File: src/rtl/sps_pkg.sv
// ---------------------------------------------------------------------------
// sps_pkg - shared types and constants of the servo pulse sequencer
// Field widths, reset values, request codes and inter-module structs.
// ---------------------------------------------------------------------------
package sps_pkg;

    localparam int TICK_W = 16;
    localparam int US_W   = 16;
    localparam int CH_W   = 8;
    localparam int CFG_W  = 15;

    localparam int CHANNELS_PER_BANK_DEF = 10;

    localparam logic [TICK_W-1:0] START_DELAY_TICKS = 16'd4000;
    localparam logic [CFG_W-1:0]  MIN_US_RESET      = 15'd1000;
    localparam logic [CFG_W-1:0]  MAX_US_RESET      = 15'd2000;

    typedef enum logic {
        MODE_TICK  = 1'b0,
        MODE_WRITE = 1'b1
    } t_mode;

    typedef enum logic {
        REG_MIN_US = 1'b0,
        REG_MAX_US = 1'b1
    } t_reg_idx;

    // Pulse request raised by one bank for the current tick.
    typedef struct packed {
        logic clock_pulse;
        logic reset_pulse;
    } t_bank_evt;

    typedef struct packed {
        logic clock_a;
        logic reset_a;
        logic clock_b;
        logic reset_b;
        logic write_ignored;
    } t_result;

endpackage

File: src/rtl/sps_bank.sv
// ---------------------------------------------------------------------------
// sps_bank - one servo bank: width memory, channel pointer, compare value
// Reads the width on a compare hit and loads the new compare in the following cycle.
// ---------------------------------------------------------------------------
module sps_bank #(
    parameter int CHANNELS_PER_BANK = sps_pkg::CHANNELS_PER_BANK_DEF,
    parameter logic [sps_pkg::TICK_W-1:0] CMP_RESET = '0,
    localparam int AW = $clog2(CHANNELS_PER_BANK),
    localparam int SW = $clog2(CHANNELS_PER_BANK + 1)
) (
    input  logic                          i_clk,
    input  logic                          i_rst_n,
    input  logic                          i_tick,
    input  logic [sps_pkg::TICK_W-1:0]    i_count,
    input  logic                          i_wr_en,
    input  logic [AW-1:0]                 i_wr_addr,
    input  logic [sps_pkg::TICK_W-1:0]    i_wr_width,
    output sps_pkg::t_bank_evt            o_evt
);
    import sps_pkg::*;

    localparam logic [SW-1:0] PAST_LAST = SW'(CHANNELS_PER_BANK);

    logic [TICK_W-1:0]            r_width_mem [CHANNELS_PER_BANK];
    logic [CHANNELS_PER_BANK-1:0] r_written;
    logic [SW-1:0]                r_cur;
    logic [TICK_W-1:0]            r_cmp;
    logic                         r_pend;
    logic [TICK_W-1:0]            r_rd_width;
    logic                         r_rd_written;

    logic              hit;
    logic              wrap;
    logic [AW-1:0]     ch;
    logic [TICK_W-1:0] fire_tick;
    logic [TICK_W-1:0] width;
    logic [TICK_W-1:0] n_cmp;

    // A compare reload in flight blocks a hit; widths are even, so the
    // tick right after a hit can never match the new compare anyway.
    assign hit       = i_tick && !r_pend && (i_count == r_cmp);
    assign wrap      = (r_cur >= PAST_LAST);
    assign ch        = wrap ? '0 : r_cur[AW-1:0];
    // Count has already advanced past the firing tick.
    assign fire_tick = i_count - TICK_W'(1);
    assign width     = r_rd_written ? r_rd_width : '0;
    assign n_cmp     = fire_tick + width;

    assign o_evt.clock_pulse = hit && !wrap;
    assign o_evt.reset_pulse = hit && wrap;

    always_ff @(posedge i_clk) begin
        if (!i_rst_n) begin
            r_cur     <= '0;
            r_cmp     <= CMP_RESET;
            r_pend    <= 1'b0;
            r_written <= '0;
        end else begin
            r_pend <= hit;
            if (hit) begin
                r_cur <= SW'(ch) + SW'(1);
            end
            if (r_pend) begin
                r_cmp <= n_cmp;
            end
            if (i_wr_en) begin
                r_written[i_wr_addr] <= 1'b1;
            end
        end
    end

    // Width memory: one write port, one registered read port.
    always_ff @(posedge i_clk) begin
        if (i_wr_en) begin
            r_width_mem[i_wr_addr] <= i_wr_width;
        end
        if (hit) begin
            r_rd_width   <= r_width_mem[ch];
            r_rd_written <= r_written[ch];
        end
    end

endmodule

File: src/rtl/servo_pulse_sequencer_unit.sv
// ---------------------------------------------------------------------------
// servo_pulse_sequencer_unit - two-bank servo pulse sequencer, 4017 style
// Results are registered, with a skid register behind a stalled output.
// Throughput: one request per cycle while the skid register is empty.
// Reset: synchronous; clears counts, width valid bits; sets compares, clamps.
// ---------------------------------------------------------------------------
module servo_pulse_sequencer_unit #(
    parameter int CHANNELS_PER_BANK = sps_pkg::CHANNELS_PER_BANK_DEF
) (
    input  logic                        i_clk,
    input  logic                        i_rst_n,
    // request channel
    input  logic                        i_valid,
    output logic                        o_stall,
    input  logic                        i_mode,
    input  logic [sps_pkg::CH_W-1:0]    i_channel,
    input  logic [sps_pkg::US_W-1:0]    i_pulse_us,
    // result channel
    output logic                        o_valid,
    input  logic                        i_stall,
    output logic                        o_clock_a,
    output logic                        o_reset_a,
    output logic                        o_clock_b,
    output logic                        o_reset_b,
    output logic                        o_write_ignored,
    // configuration port
    input  logic                        psel,
    input  logic                        penable,
    input  logic                        pwrite,
    input  logic [2:0]                  paddr,
    input  logic [31:0]                 pwdata,
    output logic [31:0]                 prdata,
    output logic                        pready
);
    import sps_pkg::*;

    localparam int AW = $clog2(CHANNELS_PER_BANK);
    localparam logic [CH_W-1:0] BANK_B_BASE = CH_W'(CHANNELS_PER_BANK);
    localparam logic [CH_W-1:0] CH_END      = CH_W'(2 * CHANNELS_PER_BANK);

    // -----------------------------------------------------------------------
    // Configuration registers: clamp limits in microseconds.
    // -----------------------------------------------------------------------
    logic [CFG_W-1:0] r_min_us;
    logic [CFG_W-1:0] r_max_us;
    t_reg_idx         reg_idx;
    logic             cfg_wr;

    assign pready  = 1'b1;
    assign reg_idx = t_reg_idx'(paddr[2]);
    assign cfg_wr  = psel && penable && pwrite && pready;

    always_ff @(posedge i_clk) begin
        if (!i_rst_n) begin
            r_min_us <= MIN_US_RESET;
            r_max_us <= MAX_US_RESET;
        end else if (cfg_wr) begin
            case (reg_idx)
                REG_MIN_US: r_min_us <= pwdata[CFG_W-1:0];
                REG_MAX_US: r_max_us <= pwdata[CFG_W-1:0];
                default:    ;
            endcase
        end
    end

    always_comb begin
        case (reg_idx)
            REG_MIN_US: prdata = 32'(r_min_us);
            REG_MAX_US: prdata = 32'(r_max_us);
            default:    prdata = '0;
        endcase
    end

    // -----------------------------------------------------------------------
    // Request decode. The skid register is the only thing that stalls the
    // request side, so a request is taken while a result still waits.
    // -----------------------------------------------------------------------
    logic r_skid_vld;
    logic in_acc;
    logic is_tick;
    logic is_write;
    logic in_bank_a;
    logic in_bank_b;
    logic wr_ignored;

    assign o_stall    = r_skid_vld;
    assign in_acc     = i_valid && !r_skid_vld;
    assign is_tick    = in_acc && (t_mode'(i_mode) == MODE_TICK);
    assign is_write   = in_acc && (t_mode'(i_mode) == MODE_WRITE);
    assign in_bank_a  = (i_channel < BANK_B_BASE);
    assign in_bank_b  = !in_bank_a && (i_channel < CH_END);
    assign wr_ignored = is_write && !in_bank_a && !in_bank_b;

    // Clamp: the minimum wins when it is tested first, then the maximum.
    logic [US_W-1:0]   clamp_us;
    logic [TICK_W-1:0] wr_width;
    logic [AW-1:0]     addr_a;
    logic [AW-1:0]     addr_b;
    logic [CH_W-1:0]   ch_off_b;

    always_comb begin
        if (i_pulse_us < US_W'(r_min_us)) begin
            clamp_us = US_W'(r_min_us);
        end else if (i_pulse_us > US_W'(r_max_us)) begin
            clamp_us = US_W'(r_max_us);
        end else begin
            clamp_us = i_pulse_us;
        end
    end

    // Two ticks per microsecond; drop the carry out of bit 15.
    assign wr_width = {clamp_us[US_W-2:0], 1'b0};
    assign ch_off_b = i_channel - BANK_B_BASE;
    assign addr_a   = i_channel[AW-1:0];
    assign addr_b   = ch_off_b[AW-1:0];

    // -----------------------------------------------------------------------
    // Shared free-running tick counter; advance on tick requests only.
    // -----------------------------------------------------------------------
    logic [TICK_W-1:0] r_count;
    logic [TICK_W-1:0] n_count;

    assign n_count = r_count + TICK_W'(1);

    always_ff @(posedge i_clk) begin
        if (!i_rst_n) begin
            r_count <= '0;
        end else if (is_tick) begin
            r_count <= n_count;
        end
    end

    // -----------------------------------------------------------------------
    // Banks. Each compares against the count before it advances and owns
    // its width memory; bank A starts after the power-up delay.
    // -----------------------------------------------------------------------
    t_bank_evt evt_a;
    t_bank_evt evt_b;

    sps_bank #(
        .CHANNELS_PER_BANK (CHANNELS_PER_BANK),
        .CMP_RESET         (START_DELAY_TICKS)
    ) u_bank_a (
        .i_clk      (i_clk),
        .i_rst_n    (i_rst_n),
        .i_tick     (is_tick),
        .i_count    (r_count),
        .i_wr_en    (is_write && in_bank_a),
        .i_wr_addr  (addr_a),
        .i_wr_width (wr_width),
        .o_evt      (evt_a)
    );

    sps_bank #(
        .CHANNELS_PER_BANK (CHANNELS_PER_BANK),
        .CMP_RESET         ('0)
    ) u_bank_b (
        .i_clk      (i_clk),
        .i_rst_n    (i_rst_n),
        .i_tick     (is_tick),
        .i_count    (r_count),
        .i_wr_en    (is_write && in_bank_b),
        .i_wr_addr  (addr_b),
        .i_wr_width (wr_width),
        .o_evt      (evt_b)
    );

    // -----------------------------------------------------------------------
    // Result register plus skid register. Pulses are zero on write requests
    // because the banks only hit on ticks.
    // -----------------------------------------------------------------------
    t_result res;
    t_result r_out;
    t_result r_skid;
    logic    r_out_vld;
    logic    out_take;

    assign res.clock_a       = evt_a.clock_pulse;
    assign res.reset_a       = evt_a.reset_pulse;
    assign res.clock_b       = evt_b.clock_pulse;
    assign res.reset_b       = evt_b.reset_pulse;
    assign res.write_ignored = wr_ignored;

    assign out_take = r_out_vld && !i_stall;

    always_ff @(posedge i_clk) begin
        if (!i_rst_n) begin
            r_out_vld  <= 1'b0;
            r_skid_vld <= 1'b0;
        end else if (out_take || !r_out_vld) begin
            if (r_skid_vld) begin
                // drain the skid first; no request is taken meanwhile
                r_out      <= r_skid;
                r_out_vld  <= 1'b1;
                r_skid_vld <= 1'b0;
            end else begin
                r_out_vld <= in_acc;
                if (in_acc) begin
                    r_out <= res;
                end
            end
        end else if (in_acc) begin
            // hold the new result aside while the output is stalled
            r_skid     <= res;
            r_skid_vld <= 1'b1;
        end
    end

    assign o_valid         = r_out_vld;
    assign o_clock_a       = r_out.clock_a;
    assign o_reset_a       = r_out.reset_a;
    assign o_clock_b       = r_out.clock_b;
    assign o_reset_b       = r_out.reset_b;
    assign o_write_ignored = r_out.write_ignored;

endmodule

File: config.mk
export PLATFORM = sky130hd
export DESIGN_NAME = servo_pulse_sequencer_unit
export DESIGN_NICKNAME = d
export VERILOG_FILES = /design/src/rtl/sps_pkg.sv /design/src/rtl/sps_bank.sv /design/src/rtl/servo_pulse_sequencer_unit.sv
export SDC_FILE = /design/constraint.sdc
export NUM_CORES = 1
export LEC_CHECK = 0
export ABC_AREA = 1
export BUFFER_PORTS_ARGS = -buffer_cell sky130_fd_sc_hd__buf_4
export CAP_MARGIN = 20
export CORE_ASPECT_RATIO = 0.6
export CORE_MARGIN = 2
export CORE_UTILIZATION = 38
export CTS_BUF_LIST = sky130_fd_sc_hd__clkbuf_16
export DETAILED_ROUTE_END_ITERATION = 6
export GPL_ROUTABILITY_DRIVEN = 0
export MAX_ROUTING_LAYER = met4
export PLACE_DENSITY_LB_ADDON = 0.08
export REMOVE_ABC_BUFFERS = 1
export SETUP_SLACK_MARGIN = 0.15
export SYNTH_ARGS = -nofsm -noshare
export SYNTH_HDL_FRONTEND = slang
export SYNTH_HIERARCHICAL = 1
export SYNTH_SLANG_ARGS = --single-unit
File: constraint.sdc
create_clock -name i_clk -period 3.4 [get_ports i_clk]
set_input_delay 0.51 -clock i_clk [delete_from_list [all_inputs] [get_ports i_clk]]
set_output_delay 0.51 -clock i_clk [all_outputs]
set_load 0.02 [all_outputs]
* Yosys cells after proc, flatten, opt, wreduce, memory -nomap -nowiden *
Memory sizes are Yosys's and may differ from the RTL's. A register that Yosys moved wholly into a read port is not among the register bits.
Cells that the tools add are included.

word-level totals
  register bits = 154
  RAM bits = 300
  output and inout bits = 40
  logic and storage cells = 115
  memories = 2

memory list
  name                  depth  width  rd ports  clocked after memory_dff  wr ports  line            RTL
  u_bank_a.r_width_mem  10     15     1         1                         1         sps_bank.sv:24  logic [TICK_W-1:0] r_width_mem [CHANNELS_PER_BANK];
  u_bank_b.r_width_mem  10     15     1         1                         1         sps_bank.sv:24

operators by class
  add/sub/neg operators = 7
  order comparisons = 12
  eq/ne operators = 2
  muxes and demuxes = 22
  bitwise operators = 6
  reduce and logical (&&, ||, !) cells = 37

operators by type and width
  cell                   count
  $pmux 32 s2            1
  $add 16x16->16         2
  $eq 16x16->1           2
  $mux 16                2
  $mux 15                2
  $logic_and 1x1->1      21
  $lt 4x5->1 const B     4
  $or 10x10->10          2
  $add 16x1->16 const B  1
  $gt 16x15->1           1
  $lt 16x15->1           1
  $sub 16x1->16 const B  1
  $mux 5                 2
  $logic_not 1->1        9
  $mux 1                 9
  $add 4x1->4 const B    2
  $bmux 1 s4             2
  $demux 1 s4            2
  $ge 4x1->1 const B     2
  $ge 4x4->1 const B     2
  $lt 8x4->1 const B     1
  $lt 8x5->1 const B     1
  $mux 4                 2
  $reduce_and 3->1       2
  other kinds (6)        10

* Depth between registers and ports, before layout *
  word-level depth = 8
  mapped depth = 17
  depth with buffers taken out = 15

* Hierarchy *
Netlist, hierarchy kept.

by module, submodules not included
  module                      instances  cells each  area an instance (µm²)  sequential area each (µm²)
  sps_bank (u_bank_b)         1          1088        10058.4                 5935.7
  sps_bank (u_bank_a)         1          1033        9897.0                  5935.7
  servo_pulse_sequencer_unit  1          538         3763.6                  1261.2

* Worst setup path after synthesis *
Ideal clock, no wire load.

  path kind = reg-to-reg
  start point = reg u_bank_a.r_rd_written
  end point = reg u_bank_a.r_cmp[9]
  setup time = 0.119 ns
  arrival time = 2.278 ns
  data required time = 3.281 ns
  slack = 1.003 ns
  cell stages (with the launch flop) = 16
  clock period less this slack = 2.397 ns
  path through = edfxtp_1 clkbuf_1 clkbuf_1 nand2_1 ha_1 inv_1 ha_1 inv_1 fa_1 inv_1 nand3_1 nand3_1 a21oi_1 and2_1 o21ai_0 nand2_1

between the ends
  cells in the longest elaborated chain, start to end = 2

ends and longest elaborated chain
  what                    line            RTL
  from (decl)             sps_bank.sv:30  logic r_rd_written;
  from (signal assigned)  sps_bank.sv:79  r_rd_written <= r_written[ch];
  $mux 16                 sps_bank.sv:46  assign width = r_rd_written ? r_rd_width : '0;
  $add 16x16->16          sps_bank.sv:47  assign n_cmp = fire_tick + width;
  to (signal assigned)    sps_bank.sv:64  r_cmp <= n_cmp;
  to (decl)               sps_bank.sv:27  logic [TICK_W-1:0] r_cmp;

Every way passes these cells.
A chain may end at the register's enable or synchronous reset.

* Worst setup path after layout *
  start point = reg u_bank_b.r_rd_written
  end point = reg u_bank_b.r_cmp[13]

between the ends
  cells in the longest elaborated chain, start to end = 2

ends and longest elaborated chain
  what                    line
  from (decl)             sps_bank.sv:30
  from (signal assigned)  sps_bank.sv:79
  $mux 16                 sps_bank.sv:46
  $add 16x16->16          sps_bank.sv:47
  to (signal assigned)    sps_bank.sv:64
  to (decl)               sps_bank.sv:27

Every way passes these cells.

==> impl_metrics.env <==
export IMPL_area_growth_pct=12.6
export IMPL_clkTransAtPathRegs_ns=0.06
export IMPL_cts_tree="built"
export IMPL_drt_iter0_markers=1455
export IMPL_overflow=0
export IMPL_die_x_um=327
export IMPL_htreeDepth=2
export IMPL_pin_count=107
export IMPL_core_area_mm2=0.0613
export IMPL_grt_antenna_before_repair=2
export IMPL_final_util=0.435
export IMPL_cts_setup_buffers=0
export IMPL_cp_data_required_time_ns=3.88
export IMPL_crit_top_cell="nand2_1"
export IMPL_root_buffer="clkbuf_16"
export IMPL_synth_edf_count=364
export IMPL_setup_viol=0
export IMPL_post_route_drc_count=0
export IMPL_grt_pass1_wl_um=98100
export IMPL_crit_path_max_incr_delay_ns=0.65
export IMPL_cts_buffers=47
export IMPL_dr_total_vias=17500
export IMPL_min_period_ns=2.75
export IMPL_ys_seq_area_frac=0.554
export IMPL_path_buf_inv=2
export IMPL_hold_path_class="input port to flop"
export IMPL_ir_drop_mv=0.329
export IMPL_syn_area_mm2=0.0237
export IMPL_grtUsageMet3=0.0259
export IMPL_cts_resized=0
export IMPL_rsz0062_at_grt="false"
export IMPL_finalNetCount=2931
export IMPL_cp_top_family="simple AND/OR/NAND/NOR gates"
export IMPL_gr_usage_met2=0.268
export IMPL_grtUsageTotal=0.206
export IMPL_layout_drive_gt1_share=0.0898
export IMPL_syn_avg_cell_area_um2=8.92
export IMPL_final_hold_viol_count=0
export IMPL_viasPerCell=4.83
export IMPL_yosys_warnings=6
export IMPL_worst_pin_slew_ns=0.851
export IMPL_cp_arrival_ns=3.23
export IMPL_finalClockSkew_ns=0.0252
export IMPL_use_met1=0.335
export IMPL_grt_max_degree=69
export IMPL_worst_path_max_delay_cell="edfxtp_1"
export IMPL_die_h_um=198
export IMPL_slew_headroom=0.432
export IMPL_grt_pass1_vias=16300
export IMPL_hold_buffers=0
export IMPL_synthFlopType="edfxtp_1"
export IMPL_cap_violations=0
export IMPL_row_count=70
export IMPL_max_freq_ghz=0.363
export IMPL_worstSetupStartpointType="flop"
export IMPL_fin_tns_setup_ns=0
export IMPL_final_common_cell="nand2_1"
export IMPL_synthCells=2659
export IMPL_fin_crit_sh=0.809
export IMPL_leakage_nw=11.9
export IMPL_cts_path_max_buffers=3
export IMPL_start_util=0.387
export IMPL_clock_latency_ns=0.60
export IMPL_final_max_slew_viol_count=0
export IMPL_async_reset_ff_frac=0
export IMPL_path_cells="nand2_1, ha_1, inv_1, ha_1, fa_1, nand2_1, o21ai_0, nand3_1, nand4_1, nand3_1, nand2_1, inv_1"
export IMPL_io_buffers=69
export IMPL_status="complete, no violations"
export IMPL_tritoncts_num_sinks=474
export IMPL_final_cell_mix="nand2_1, inv_1, edfxtp_1, nor2_1, nand3_1"
export IMPL_ys_types=46
export IMPL_synth_seq_cells=474
export IMPL_crit_type="flop to flop"
export IMPL_busiest_layer="met1"
export IMPL_powerDensity_mw_per_mm2=487
export IMPL_path_max_fanout=16
export IMPL_postRouteAntennaNets=0
export IMPL_firstDrtPassIters=7
export IMPL_die_area_mm2=0.0645
export IMPL_wire_per_inst_um=17.7
export IMPL_crit_path_end_kind="flop"
export IMPL_place_hpwl_um=43900
export IMPL_wl_um=64400
[worst reg2reg max path, delay by kind of cell (launching register included)]
family / cells / cell delay, ns
buffers and inverters: 2 / 0.10
AOI/OAI and AO/OA: 1 / 0.44
adders and majority gates: 3 / 0.71
and+or+nand+nor: 6 / 0.75
DFF: 1 / 0.65
[stage by stage]
| step | power, mW | instances | setup slack (ns) | instance area, µm² | hold WS [ns] |
|---|---|---|---|---|---|
| 6_report | 13.0 | 3635 | 0.648 | 26700 | 0.157 |
| 5_1_grt | 13.6 | 3634 | 0.341 | 26700 | 0.142 |
| 4_1_cts | 13.1 | 3634 | 0.659 | 26700 | 0.123 |
| 3_5_place_dp | 8.24 | 3550 | 0.684 | 25300 | 0.456 |
| 3_3_place_gp | 8.22 | 3550 | 0.713 | 25300 | 0.446 |
| 2_1_floorplan | 7.57 | 2590 | 1.01 | 23200 | 0.435 |
[cell families after synthesis]
group           Yosys count  share of synthesized area
buf+inv                 520                     0.0928
xor+xnor                 19                    0.00702
other cells               2                   0.000317
simple gates           1232                      0.215
fa+ha+maj                93                     0.0497
compound gates          319                     0.0811
flops                   474                      0.554
[registers in the layout (all words and copies together) (netlist names), 16 cells and up]
signal,cells
u_bank_b/r_rd_width,16
u_bank_a/r_width_mem,160
u_bank_a/r_rd_width,16
u_bank_b/r_width_mem,160
u_bank_a/r_cmp,16
r_count,16
u_bank_b/r_cmp,16
[Yosys cell counts, types with 29 or more instances]
cell,n,area (µm²)
buf_4,29,218
clkbuf_1,30,113
ha_1,91,1140
nand2_1,751,2820
dfxtp_1,110,2200
a21oi_1,100,500
inv_1,401,1510
nand3_1,199,996
nor2_1,224,841
o21ai_0,130,651
edfxtp_1,364,10900
o211ai_1,54,405
[path summary, 6_finish.rpt]
kind                         start                     to  slack [ns]  depth (start not counted)
min                      pwdata[9]            r_min_us[9]        0.16                          3
max reg2reg  u_bank_b/r_rd_written     u_bank_b/r_cmp[13]        0.65                         12
max          u_bank_b/r_rd_written     u_bank_b/r_cmp[13]        0.65                         12
min reg2reg  u_bank_a/r_written[2]  u_bank_a/r_written[2]        0.46                          2
[layer usage]
metal  part of all wire  wire, µm  vias up
met5                  0         0        -
met4              0.013       847        0
met3              0.057      3660       63
met2               0.38     24300      368
met1               0.55     35500     8264
li1                   -         -     8852
[where the power goes]
group          switching, mW  leakage, nW  total [mW]  internal, mW
Combinational           1.18         7.01        1.68         0.498
Sequential            0.0501         4.17        6.45          6.39
Clock                   2.27        0.728        4.87          2.60
[area by class of cell]
type,count,area (µm²)
well taps,828,1040
repair buffers,132,1030
inverters,415,1560
clock inverters,37,225
flip-flops and latches,474,13100
diodes,1,2.50
multi-input cells,1701,8540
clock buffers,47,1180
fillers,6083,34600
Power figures use the tool's default switching activity.
